--- src/design/positional_insert_delete_list_unit_assert.svh ---
// ----------------------------------------------------------------------------
// positional_insert_delete_list_unit assertion macros
// Concurrent checks used by the list unit; empty when SYNTHESIS is set.
// ----------------------------------------------------------------------------
`ifndef POSITIONAL_INSERT_DELETE_LIST_UNIT_ASSERT_SVH
`define POSITIONAL_INSERT_DELETE_LIST_UNIT_ASSERT_SVH

`ifndef SYNTHESIS
// same-cycle implication
`define PIDL_ASSERT_IMP(label, clk, rst_n, ante, cons) \
    label: assert property (@(posedge clk) disable iff (!rst_n) (ante) |-> (cons)) \
        else $error("pidl assertion failed");
// next-cycle implication
`define PIDL_ASSERT_NXT(label, clk, rst_n, ante, cons) \
    label: assert property (@(posedge clk) disable iff (!rst_n) (ante) |=> (cons)) \
        else $error("pidl assertion failed");
`else
`define PIDL_ASSERT_IMP(label, clk, rst_n, ante, cons)
`define PIDL_ASSERT_NXT(label, clk, rst_n, ante, cons)
`endif

`endif

--- src/design/pidl_pkg.sv ---
`timescale 1ns / 1ps
// ----------------------------------------------------------------------------
// pidl_pkg
// Shared types and codes of the positional insert/delete list unit.
// ----------------------------------------------------------------------------
package pidl_pkg;

    // request codes
    localparam logic OP_INSERT = 1'b0;
    localparam logic OP_DELETE = 1'b1;

    // reply status codes
    typedef enum logic [1:0] {
        ST_OK     = 2'd0,
        ST_BADPOS = 2'd1,
        ST_FULL   = 2'd2
    } status_t;

    // controller states
    typedef enum logic [2:0] {
        S_IDLE,
        S_CHECK,
        S_SHIFT,
        S_PUT,
        S_REPLY
    } state_t;

    // controller -> datapath
    typedef struct packed {
        logic load;    // capture the input beat
        logic start;   // set up the shift sweep
        logic shift;   // run one step of the sweep
        logic put;     // write the inserted value
        logic finish;  // load the reply register, update length
    } cmd_t;

    // datapath -> controller
    typedef struct packed {
        logic err;         // request rejected
        logic is_insert;   // captured request is an insert
        logic shift_done;  // sweep has no read left in flight
        logic out_busy;    // reply register full and stalled
    } stat_t;

endpackage

--- src/design/pidl_ram.sv ---
`timescale 1ns / 1ps
// ----------------------------------------------------------------------------
// pidl_ram
// Generic RAM: one write port, one read port, registered read data.
// ----------------------------------------------------------------------------
module pidl_ram #(
    parameter int WIDTH = 32,
    parameter int DEPTH = 64
) (
    input  logic                     clk,
    input  logic                     we,
    input  logic [$clog2(DEPTH)-1:0] wr_addr,
    input  logic [WIDTH-1:0]         wr_data,
    input  logic                     re,
    input  logic [$clog2(DEPTH)-1:0] rd_addr,
    output logic [WIDTH-1:0]         rd_data
);

    logic [WIDTH-1:0] mem_reg [DEPTH];
    logic [WIDTH-1:0] rd_data_reg;

    // storage and registered read
    always_ff @(posedge clk)
    begin
        if (we)
        begin
            mem_reg[wr_addr] <= wr_data;
        end
        if (re)
        begin
            rd_data_reg <= mem_reg[rd_addr];
        end
    end

    assign rd_data = rd_data_reg;

endmodule

--- src/design/pidl_ctrl.sv ---
`timescale 1ns / 1ps
// ----------------------------------------------------------------------------
// pidl_ctrl
// Sequencer: accepts a request, runs the shift sweep, issues the reply.
// ----------------------------------------------------------------------------
`include "positional_insert_delete_list_unit_assert.svh"

module pidl_ctrl (
    input  logic            clk,
    input  logic            rst_n,
    input  logic            in_valid,
    output logic            in_stall,
    output pidl_pkg::cmd_t  cmd,
    input  pidl_pkg::stat_t stat
);

    pidl_pkg::state_t state_reg;
    pidl_pkg::state_t state_next;

    // state register
    always_ff @(posedge clk or negedge rst_n)
    begin
        if (!rst_n)
        begin
            state_reg <= pidl_pkg::S_IDLE;
        end
        else
        begin
            state_reg <= state_next;
        end
    end

    // next state and commands
    always_comb
    begin
        state_next = state_reg;
        cmd        = '0;
        in_stall   = (state_reg != pidl_pkg::S_IDLE);
        case (state_reg)
            pidl_pkg::S_IDLE:
            begin
                if (in_valid)
                begin
                    cmd.load   = 1'b1;
                    state_next = pidl_pkg::S_CHECK;
                end
            end
            pidl_pkg::S_CHECK:
            begin
                if (stat.err)
                begin
                    state_next = pidl_pkg::S_REPLY;
                end
                else
                begin
                    cmd.start  = 1'b1;
                    state_next = pidl_pkg::S_SHIFT;
                end
            end
            pidl_pkg::S_SHIFT:
            begin
                cmd.shift = 1'b1;
                if (stat.shift_done)
                begin
                    state_next = stat.is_insert ? pidl_pkg::S_PUT : pidl_pkg::S_REPLY;
                end
            end
            pidl_pkg::S_PUT:
            begin
                cmd.put    = 1'b1;
                state_next = pidl_pkg::S_REPLY;
            end
            pidl_pkg::S_REPLY:
            begin
                if (!stat.out_busy)
                begin
                    cmd.finish = 1'b1;
                    state_next = pidl_pkg::S_IDLE;
                end
            end
            default:
            begin
                state_next = pidl_pkg::S_IDLE;
            end
        endcase
    end

    // reply never overwrites a held result
    `PIDL_ASSERT_IMP(a_finish_free, clk, rst_n, cmd.finish, !stat.out_busy)
    // value write only for an accepted insert
    `PIDL_ASSERT_IMP(a_put_ok, clk, rst_n, cmd.put, stat.is_insert && !stat.err)
    // a rejected request skips the sweep
    `PIDL_ASSERT_NXT(a_err_reply, clk, rst_n,
        (state_reg == pidl_pkg::S_CHECK) && stat.err, state_reg == pidl_pkg::S_REPLY)

endmodule

--- src/design/pidl_dpath.sv ---
`timescale 1ns / 1ps
// ----------------------------------------------------------------------------
// pidl_dpath
// Request registers, range checks, length counter, shift sweep over the
// entry memory and the reply register.
// ----------------------------------------------------------------------------
`include "positional_insert_delete_list_unit_assert.svh"

module pidl_dpath #(
    parameter int CAPACITY = 64
) (
    input  logic                    clk,
    input  logic                    rst_n,
    input  pidl_pkg::cmd_t          cmd,
    output pidl_pkg::stat_t         stat,
    input  logic                    operation,
    input  logic [6:0]              position,
    input  logic signed [31:0]      value,
    output logic                    out_valid,
    input  logic                    out_stall,
    output logic [1:0]              status,
    output logic signed [31:0]      removed_value,
    output logic [6:0]              list_length
);

    localparam int AW = $clog2(CAPACITY);
    localparam int CW = $clog2(CAPACITY + 1);
    localparam int PW = ((CW > 7) ? CW : 7) + 1;

    // request
    logic                  op_reg;
    logic [6:0]            pos_reg;
    logic [31:0]           val_reg;

    // control state
    logic [CW-1:0]         count_reg, count_next;
    logic [CW-1:0]         rem_reg, rem_next;
    logic                  pend_reg, pend_next;
    logic                  first_reg, first_next;
    logic                  out_valid_reg, out_valid_next;

    // sweep addresses and captured data
    logic [AW-1:0]         rd_addr_reg, rd_addr_next;
    logic [AW-1:0]         wr_addr_reg, wr_addr_next;
    logic [31:0]           removed_reg, removed_next;

    // reply
    pidl_pkg::status_t     status_reg;
    logic [31:0]           rmv_out_reg;
    logic [6:0]            len_reg;

    // checks
    logic [PW-1:0]         pos_x, cnt_x, cap_x, n_x, cnt_new_x;
    logic [AW-1:0]         idx;
    pidl_pkg::status_t     chk_status;
    logic                  is_ins, ok;

    // memory port
    logic                  ram_we, ram_re;
    logic [AW-1:0]         ram_wa;
    logic [31:0]           ram_wd, ram_rd;
    logic                  issue, shift_wr;

    // range checks on the captured request
    always_comb
    begin
        pos_x  = PW'(pos_reg);
        cnt_x  = PW'(count_reg);
        cap_x  = PW'(CAPACITY);
        is_ins = (op_reg == pidl_pkg::OP_INSERT);
        idx    = AW'(pos_x - PW'(1));
        n_x    = cnt_x - pos_x + PW'(1);
        if (is_ins)
        begin
            if ((pos_x == '0) || (pos_x > cnt_x + PW'(1)))
                chk_status = pidl_pkg::ST_BADPOS;
            else if (cnt_x >= cap_x)
                chk_status = pidl_pkg::ST_FULL;
            else
                chk_status = pidl_pkg::ST_OK;
        end
        else
        begin
            if ((pos_x == '0) || (pos_x > cnt_x))
                chk_status = pidl_pkg::ST_BADPOS;
            else
                chk_status = pidl_pkg::ST_OK;
        end
        ok = (chk_status == pidl_pkg::ST_OK);
        if (!ok)
            cnt_new_x = cnt_x;
        else if (is_ins)
            cnt_new_x = cnt_x + PW'(1);
        else
            cnt_new_x = cnt_x - PW'(1);
    end

    // shift sweep: one read issued and one write retired per cycle
    always_comb
    begin
        issue        = cmd.shift && (rem_reg != '0);
        shift_wr     = cmd.shift && pend_reg && !(!is_ins && first_reg);
        rem_next     = rem_reg;
        rd_addr_next = rd_addr_reg;
        wr_addr_next = wr_addr_reg;
        pend_next    = 1'b0;
        first_next   = first_reg;
        removed_next = removed_reg;
        if (cmd.start)
        begin
            rem_next     = CW'(n_x);
            rd_addr_next = is_ins ? AW'(cnt_x - PW'(1)) : idx;
            first_next   = 1'b1;
            removed_next = '0;
        end
        else
        begin
            if (issue)
            begin
                rem_next     = rem_reg - CW'(1);
                rd_addr_next = is_ins ? rd_addr_reg - AW'(1) : rd_addr_reg + AW'(1);
                wr_addr_next = is_ins ? rd_addr_reg + AW'(1) : rd_addr_reg - AW'(1);
                pend_next    = 1'b1;
            end
            if (cmd.shift && pend_reg)
            begin
                first_next = 1'b0;
                if (!is_ins && first_reg)
                    removed_next = ram_rd;
            end
        end
    end

    // memory write select
    always_comb
    begin
        ram_re = issue;
        ram_we = shift_wr || cmd.put;
        ram_wa = cmd.put ? idx : wr_addr_reg;
        ram_wd = cmd.put ? val_reg : ram_rd;
    end

    pidl_ram #(
        .WIDTH (32),
        .DEPTH (CAPACITY)
    ) u_ram (
        .clk     (clk),
        .we      (ram_we),
        .wr_addr (ram_wa),
        .wr_data (ram_wd),
        .re      (ram_re),
        .rd_addr (rd_addr_reg),
        .rd_data (ram_rd)
    );

    // length and reply valid
    always_comb
    begin
        count_next     = cmd.finish ? CW'(cnt_new_x) : count_reg;
        out_valid_next = out_valid_reg;
        if (cmd.finish)
            out_valid_next = 1'b1;
        else if (out_valid_reg && !out_stall)
            out_valid_next = 1'b0;
    end

    // control registers
    always_ff @(posedge clk or negedge rst_n)
    begin
        if (!rst_n)
        begin
            count_reg     <= '0;
            rem_reg       <= '0;
            pend_reg      <= 1'b0;
            first_reg     <= 1'b0;
            out_valid_reg <= 1'b0;
        end
        else
        begin
            count_reg     <= count_next;
            rem_reg       <= rem_next;
            pend_reg      <= pend_next;
            first_reg     <= first_next;
            out_valid_reg <= out_valid_next;
        end
    end

    // payload registers
    always_ff @(posedge clk)
    begin
        if (cmd.load)
        begin
            op_reg  <= operation;
            pos_reg <= position;
            val_reg <= value;
        end
        rd_addr_reg <= rd_addr_next;
        wr_addr_reg <= wr_addr_next;
        removed_reg <= removed_next;
        if (cmd.finish)
        begin
            status_reg  <= chk_status;
            rmv_out_reg <= (ok && !is_ins) ? removed_reg : '0;
            len_reg     <= 7'(cnt_new_x);
        end
    end

    // status to controller
    always_comb
    begin
        stat.err        = !ok;
        stat.is_insert  = is_ins;
        stat.shift_done = (rem_reg == '0) && !pend_reg;
        stat.out_busy   = out_valid_reg && out_stall;
    end

    assign out_valid     = out_valid_reg;
    assign status        = status_reg;
    assign removed_value = rmv_out_reg;
    assign list_length   = len_reg;

    // length stays within the store
    `PIDL_ASSERT_IMP(a_count_cap, clk, rst_n, 1'b1, cnt_x <= cap_x)
    // sweep never writes the address it reads in the same cycle
    `PIDL_ASSERT_IMP(a_rw_apart, clk, rst_n, ram_we && ram_re, ram_wa != rd_addr_reg)
    // the value write and a sweep write never collide
    `PIDL_ASSERT_IMP(a_put_alone, clk, rst_n, cmd.put, !shift_wr && !issue)

endmodule

--- src/design/positional_insert_delete_list_unit.sv ---
`timescale 1ns / 1ps
// ----------------------------------------------------------------------------
// positional_insert_delete_list_unit
// Ordered list of signed 32-bit values with positional insert and delete.
//
//   channel | direction | handshake          | beat
//   --------+-----------+--------------------+-------------------------------------
//   in      | input     | in_valid/in_stall  | operation, position, value
//   out     | output    | out_valid/out_stall| status, removed_value, list_length
//
// An insert or delete runs a sweep over n entries, n being length - position + 1,
// then an insert writes its value; the sweep reads one entry and writes one entry
// of the memory per cycle. A rejected request skips the sweep.
// Reset clears the length; entry contents need no clearing.
// A finished result waits in the output register while the next request is taken;
// a request completes only once that register is free.
// ----------------------------------------------------------------------------
module positional_insert_delete_list_unit #(
    parameter int CAPACITY = 64
) (
    input  logic               clk,
    input  logic               rst_n,
    input  logic               in_valid,
    output logic               in_stall,
    input  logic               operation,
    input  logic [6:0]         position,
    input  logic signed [31:0] value,
    output logic               out_valid,
    input  logic               out_stall,
    output logic [1:0]         status,
    output logic signed [31:0] removed_value,
    output logic [6:0]         list_length
);

    pidl_pkg::cmd_t  cmd;
    pidl_pkg::stat_t stat;

    // sequencer
    pidl_ctrl u_ctrl (
        .clk      (clk),
        .rst_n    (rst_n),
        .in_valid (in_valid),
        .in_stall (in_stall),
        .cmd      (cmd),
        .stat     (stat)
    );

    // datapath with entry memory
    pidl_dpath #(
        .CAPACITY (CAPACITY)
    ) u_dpath (
        .clk           (clk),
        .rst_n         (rst_n),
        .cmd           (cmd),
        .stat          (stat),
        .operation     (operation),
        .position      (position),
        .value         (value),
        .out_valid     (out_valid),
        .out_stall     (out_stall),
        .status        (status),
        .removed_value (removed_value),
        .list_length   (list_length)
    );

endmodule

--- config.mk ---
export PLATFORM = sky130hd
export DESIGN_NAME = positional_insert_delete_list_unit
export DESIGN_NICKNAME = d
export VERILOG_FILES = /design/src/design/pidl_pkg.sv /design/src/design/pidl_ram.sv /design/src/design/pidl_ctrl.sv /design/src/design/pidl_dpath.sv /design/src/design/positional_insert_delete_list_unit.sv
export VERILOG_INCLUDE_DIRS = /design/src /design/src/design
export SDC_FILE = /design/constraint.sdc
export NUM_CORES = 2
export LEC_CHECK = 0
export BUFFER_PORTS_ARGS = -buffer_cell sky130_fd_sc_hd__buf_2
export CAP_MARGIN = 20
export CORE_MARGIN = 4
export CORE_UTILIZATION = 45
export CTS_CLUSTER_SIZE = 10
export DETAILED_ROUTE_END_ITERATION = 7
export REMOVE_ABC_BUFFERS = 1
export SYNTH_ARGS = -nofsm -noshare
export SYNTH_HDL_FRONTEND = slang
export SYNTH_SLANG_ARGS = --single-unit
--- constraint.sdc ---
create_clock -name clk -period 10.6 [get_ports clk]
set_clock_uncertainty 0.15 [all_clocks]
set_input_delay 3.18 -clock clk [delete_from_list [all_inputs] [get_ports clk]]
set_output_delay 3.18 -clock clk [all_outputs]
set_load 0.02 [all_outputs]
==> impl_metrics.env <==
export IMPL_starting_density_of_the_core=0.4541
export IMPL_timing_critical_path_slowest_stage_cell="sky130_fd_sc_hd__dfrtp_1"
export IMPL_final_period_utilization=0.4936
export IMPL_crit_fanout=7
export IMPL_arrival_time_at_the_worst_endpoint_ns=1.90
export IMPL_total_number_of_clock_tree_sinks=2225
export IMPL_grt_start_max_net_pins=138
export IMPL_timing_worst_setup_path_type="flip-flop to output pin"
export IMPL_num_fill_cells=14740
export IMPL_via_count_of_the_first_global_routing_pass=42350
export IMPL_yosysWarnings=0
export IMPL_synth_flop_cell="sky130_fd_sc_hd__edfxtp_1"
export IMPL_internal_power_mw=18.27
export IMPL_switching_power_mw=8.464
export IMPL_largest_reg_flops=2048
export IMPL_cpPeakStageDelay_ns=0.44
export IMPL_drc=0
export IMPL_tns_ns=0
export IMPL_timing_slew_headroom=0.2028
export IMPL_initial_antenna_violation_count=17
export IMPL_utilization=0.5167
export IMPL_ys_seq_area_frac=0.7753
export IMPL_yosys_cell_types_count=56
export IMPL_worstMarginPinSlew_ns=1.189
export IMPL_wl_per_cell_um=34.04
export IMPL_postCtsHoldBufs=0
export IMPL_cts_post_setup_buffers_inserted=0
export IMPL_via_count=41960
export IMPL_first_pass_iters=5
export IMPL_setup_violations_final=0
export IMPL_ctsResizeCount=0
export IMPL_yosys_register_bits=2225
export IMPL_critPathRequiredTime_ns=7.27
export IMPL_static_leakage_power_nw=30.72
export IMPL_clk_pin_slew_worst_paths_ns=0.05
export IMPL_htreeDepth=5
export IMPL_design_die_area_um2=197300
export IMPL_vias_per_cell=6.193
export IMPL_floorplan_io_pins=87
export IMPL_syn_avg_cell_area_um2=22.07
export IMPL_maxSlewViolCount=0
export IMPL_tritoncts_num_buffers=275
export IMPL_post_dp_hpwl_um=127200
export IMPL_power_share_switching=0.3167
export IMPL_globalRouteOverflowTotal=0
export IMPL_status="completed"
export IMPL_io_buffer_count=86
export IMPL_seq_pwr_share=0.410
export IMPL_cap_viol_max_count=0
export IMPL_place_congestion=0.8074
export IMPL_finalWirelength_um=230600
export IMPL_synthCells=3880
export IMPL_synth_edf_count=2173
export IMPL_finalPower_mw=26.73
export IMPL_final_critical_path_setup_slack_ns=5.368
export IMPL_core_um2=188600
export IMPL_floorplan_die_width_um=444.2
export IMPL_insertion_delay_ns=0.91
export IMPL_cts_tree="yes"
export IMPL_drive_gt1_frac=0.2831
export IMPL_period_minus_slack_ns=5.232
export IMPL_synthToLayoutAreaGrowth_pct=13.78
export IMPL_cts_root_buf="sky130_fd_sc_hd__clkbuf_16"
export IMPL_end_kind="output pin"
export IMPL_synth_async_sr_flop_share=0.008989
export IMPL_pre_cts_ws_ns=5.606
export IMPL_overall_routing_resource_usage=0.2335
export IMPL_height_of_the_chip_um=444.2
export IMPL_setup_repair_after_global_routing_missed_its_margin="no"
export IMPL_share_comb_of_total_power=0.290
export IMPL_synth_area_um2=85630
export IMPL_fin_hold_ws_ns=0.2978
export IMPL_final_hold_vio_count=0
export IMPL_final_nets=4269
export IMPL_share_clk_of_total_power=0.301
export IMPL_rows=159
export IMPL_fmax_mhz=191.1
export IMPL_crit_path_cell_trace="nor2_1 > nand2_1 > buf_2"
export IMPL_final_antenna_net_count=0
export IMPL_drtIter0Drc=5320
export IMPL_worst_ir_drop_vdd_mv=0.2279
export IMPL_power_per_cell_area_nw_per_um2=274.3
export IMPL_min_path_type="flip-flop to flip-flop"
export IMPL_critPathLaunchType="flip-flop"
export IMPL_grt_first_pass_wirelength_um=324400
export IMPL_ctsLongestPathBuffers=4
==> final timing paths <==
check	endpoint	slack (ns)	from	cells past startpoint
worst max-delay path	in_stall	5.37	u_ctrl.state_reg[2]	3
worst min-delay path	u_dpath.removed_reg[10]	0.30	u_dpath.removed_reg[10]	2
worst max register to register	u_dpath.u_ram.rd_data[15]	5.96	u_dpath.rd_addr_reg[0]	8
worst min register to register	u_dpath.removed_reg[10]	0.30	u_dpath.removed_reg[10]	2
max in group asynchronous	u_dpath.pend_reg	7.83	rst_n	1
min in group asynchronous	u_ctrl.state_reg[2]	2.10	rst_n	1
==> cell usage in the layout, fill, tap and decap left out, types with 23 or more instances in the layout <==
cell                           n
sky130_fd_sc_hd__mux4_2      558
sky130_fd_sc_hd__nor2_4       65
sky130_fd_sc_hd__ha_1         31
sky130_fd_sc_hd__a21oi_1      76
sky130_fd_sc_hd__edfxtp_1   2173
sky130_fd_sc_hd__xnor2_1      24
sky130_fd_sc_hd__a211oi_1     32
sky130_fd_sc_hd__clkbuf_16   281
sky130_fd_sc_hd__clkbuf_1     62
sky130_fd_sc_hd__nor2_1       23
sky130_fd_sc_hd__nand3_1      38
sky130_fd_sc_hd__inv_1        30
sky130_fd_sc_hd__and3_1       36
sky130_fd_sc_hd__mux2i_1      74
sky130_fd_sc_hd__o221ai_1     32
sky130_fd_sc_hd__o22ai_1      33
sky130_fd_sc_hd__a22oi_1      53
sky130_fd_sc_hd__o21ai_0      66
sky130_fd_sc_hd__buf_2        86
sky130_fd_sc_hd__dfxtp_1      32
sky130_fd_sc_hd__mux2_2       40
sky130_fd_sc_hd__buf_4       146
sky130_fd_sc_hd__nand2_1     142
==> layout make-up <==
cell class | instances | area (um^2) | area share
clock buffers | 346 | 7306 | 0.07498
clock inverters | 10 | 67.56 | 0.0006934
well taps | 2495 | 3122 | 0.03204
flip-flops and latches | 2225 | 66390 | 0.6814
inverters | 31 | 116.4 | 0.001194
multi-input cells | 1419 | 18720 | 0.1921
diodes | 9 | 22.52 | 0.0002311
repair buffers | 240 | 1693 | 0.01737
==> per-layer routing <==
metal	global-route usage	vias to the layer above	share of wire
li1	-	16890	-
met1	0.3251	22580	0.40
met2	0.3688	2043	0.48
met3	0.04796	430	0.085
met4	0.08545	10	0.036
met5	0	-	0.00037
==> power groups by stage <==
stage | sequential (mW) | clock [mW] | combinational, mW
floorplan | 11.7 | 0 | 5.84
CTS | 10.9 | 8.18 | 7.77
detailed placement | 11.1 | 0 | 7.75
finish | 11.0 | 8.03 | 7.74
global placement | 11.1 | 0 | 7.64
global route | 11.0 | 8.55 | 8.16
==> per-stage QoR <==
step	cells	cell area, um^2
floorplan	3675	84690
global placement	6405	89960
detailed placement	6409	90020
CTS	6765	97390
global route	6768	97420
finish	6775	97440
==> cells in the mapped netlist (32+ instances only) <==
master                     number  area share
sky130_fd_sc_hd__dfxtp_1       32      0.0075
sky130_fd_sc_hd__a22oi_1       53      0.0046
sky130_fd_sc_hd__o22ai_1       33      0.0024
sky130_fd_sc_hd__a21oi_1       77      0.0045
sky130_fd_sc_hd__a211oi_1      33      0.0029
sky130_fd_sc_hd__nor2_1        90      0.0039
sky130_fd_sc_hd__nand2_1      145      0.0064
sky130_fd_sc_hd__and3_1        38      0.0028
sky130_fd_sc_hd__o21ai_0       66      0.0039
sky130_fd_sc_hd__mux2i_1       74      0.0086
sky130_fd_sc_hd__mux4_2       558        0.15
sky130_fd_sc_hd__nand3_1       39      0.0023
sky130_fd_sc_hd__buf_2         59      0.0034
sky130_fd_sc_hd__edfxtp_1    2173        0.76
sky130_fd_sc_hd__o221ai_1      32      0.0033
sky130_fd_sc_hd__mux2_2        40      0.0053
sky130_fd_sc_hd__clkbuf_1      95      0.0042
==> critical path: cells and delay by family, from the launching register on <==
kind	cells	cell delay [ns]
DFF	1	0.44
and+or+nand+nor	2	0.40
buffers and inverters	1	0.17
==> cells by family after synthesis <==
group	synth area share
flops	0.7753
mux	0.1607
simple gates	0.01834
compound gates	0.02462
buf+inv	0.01239
xor+xnor	0.003682
fa+ha+maj	0.004997
Power figures use the tool's default switching activity.
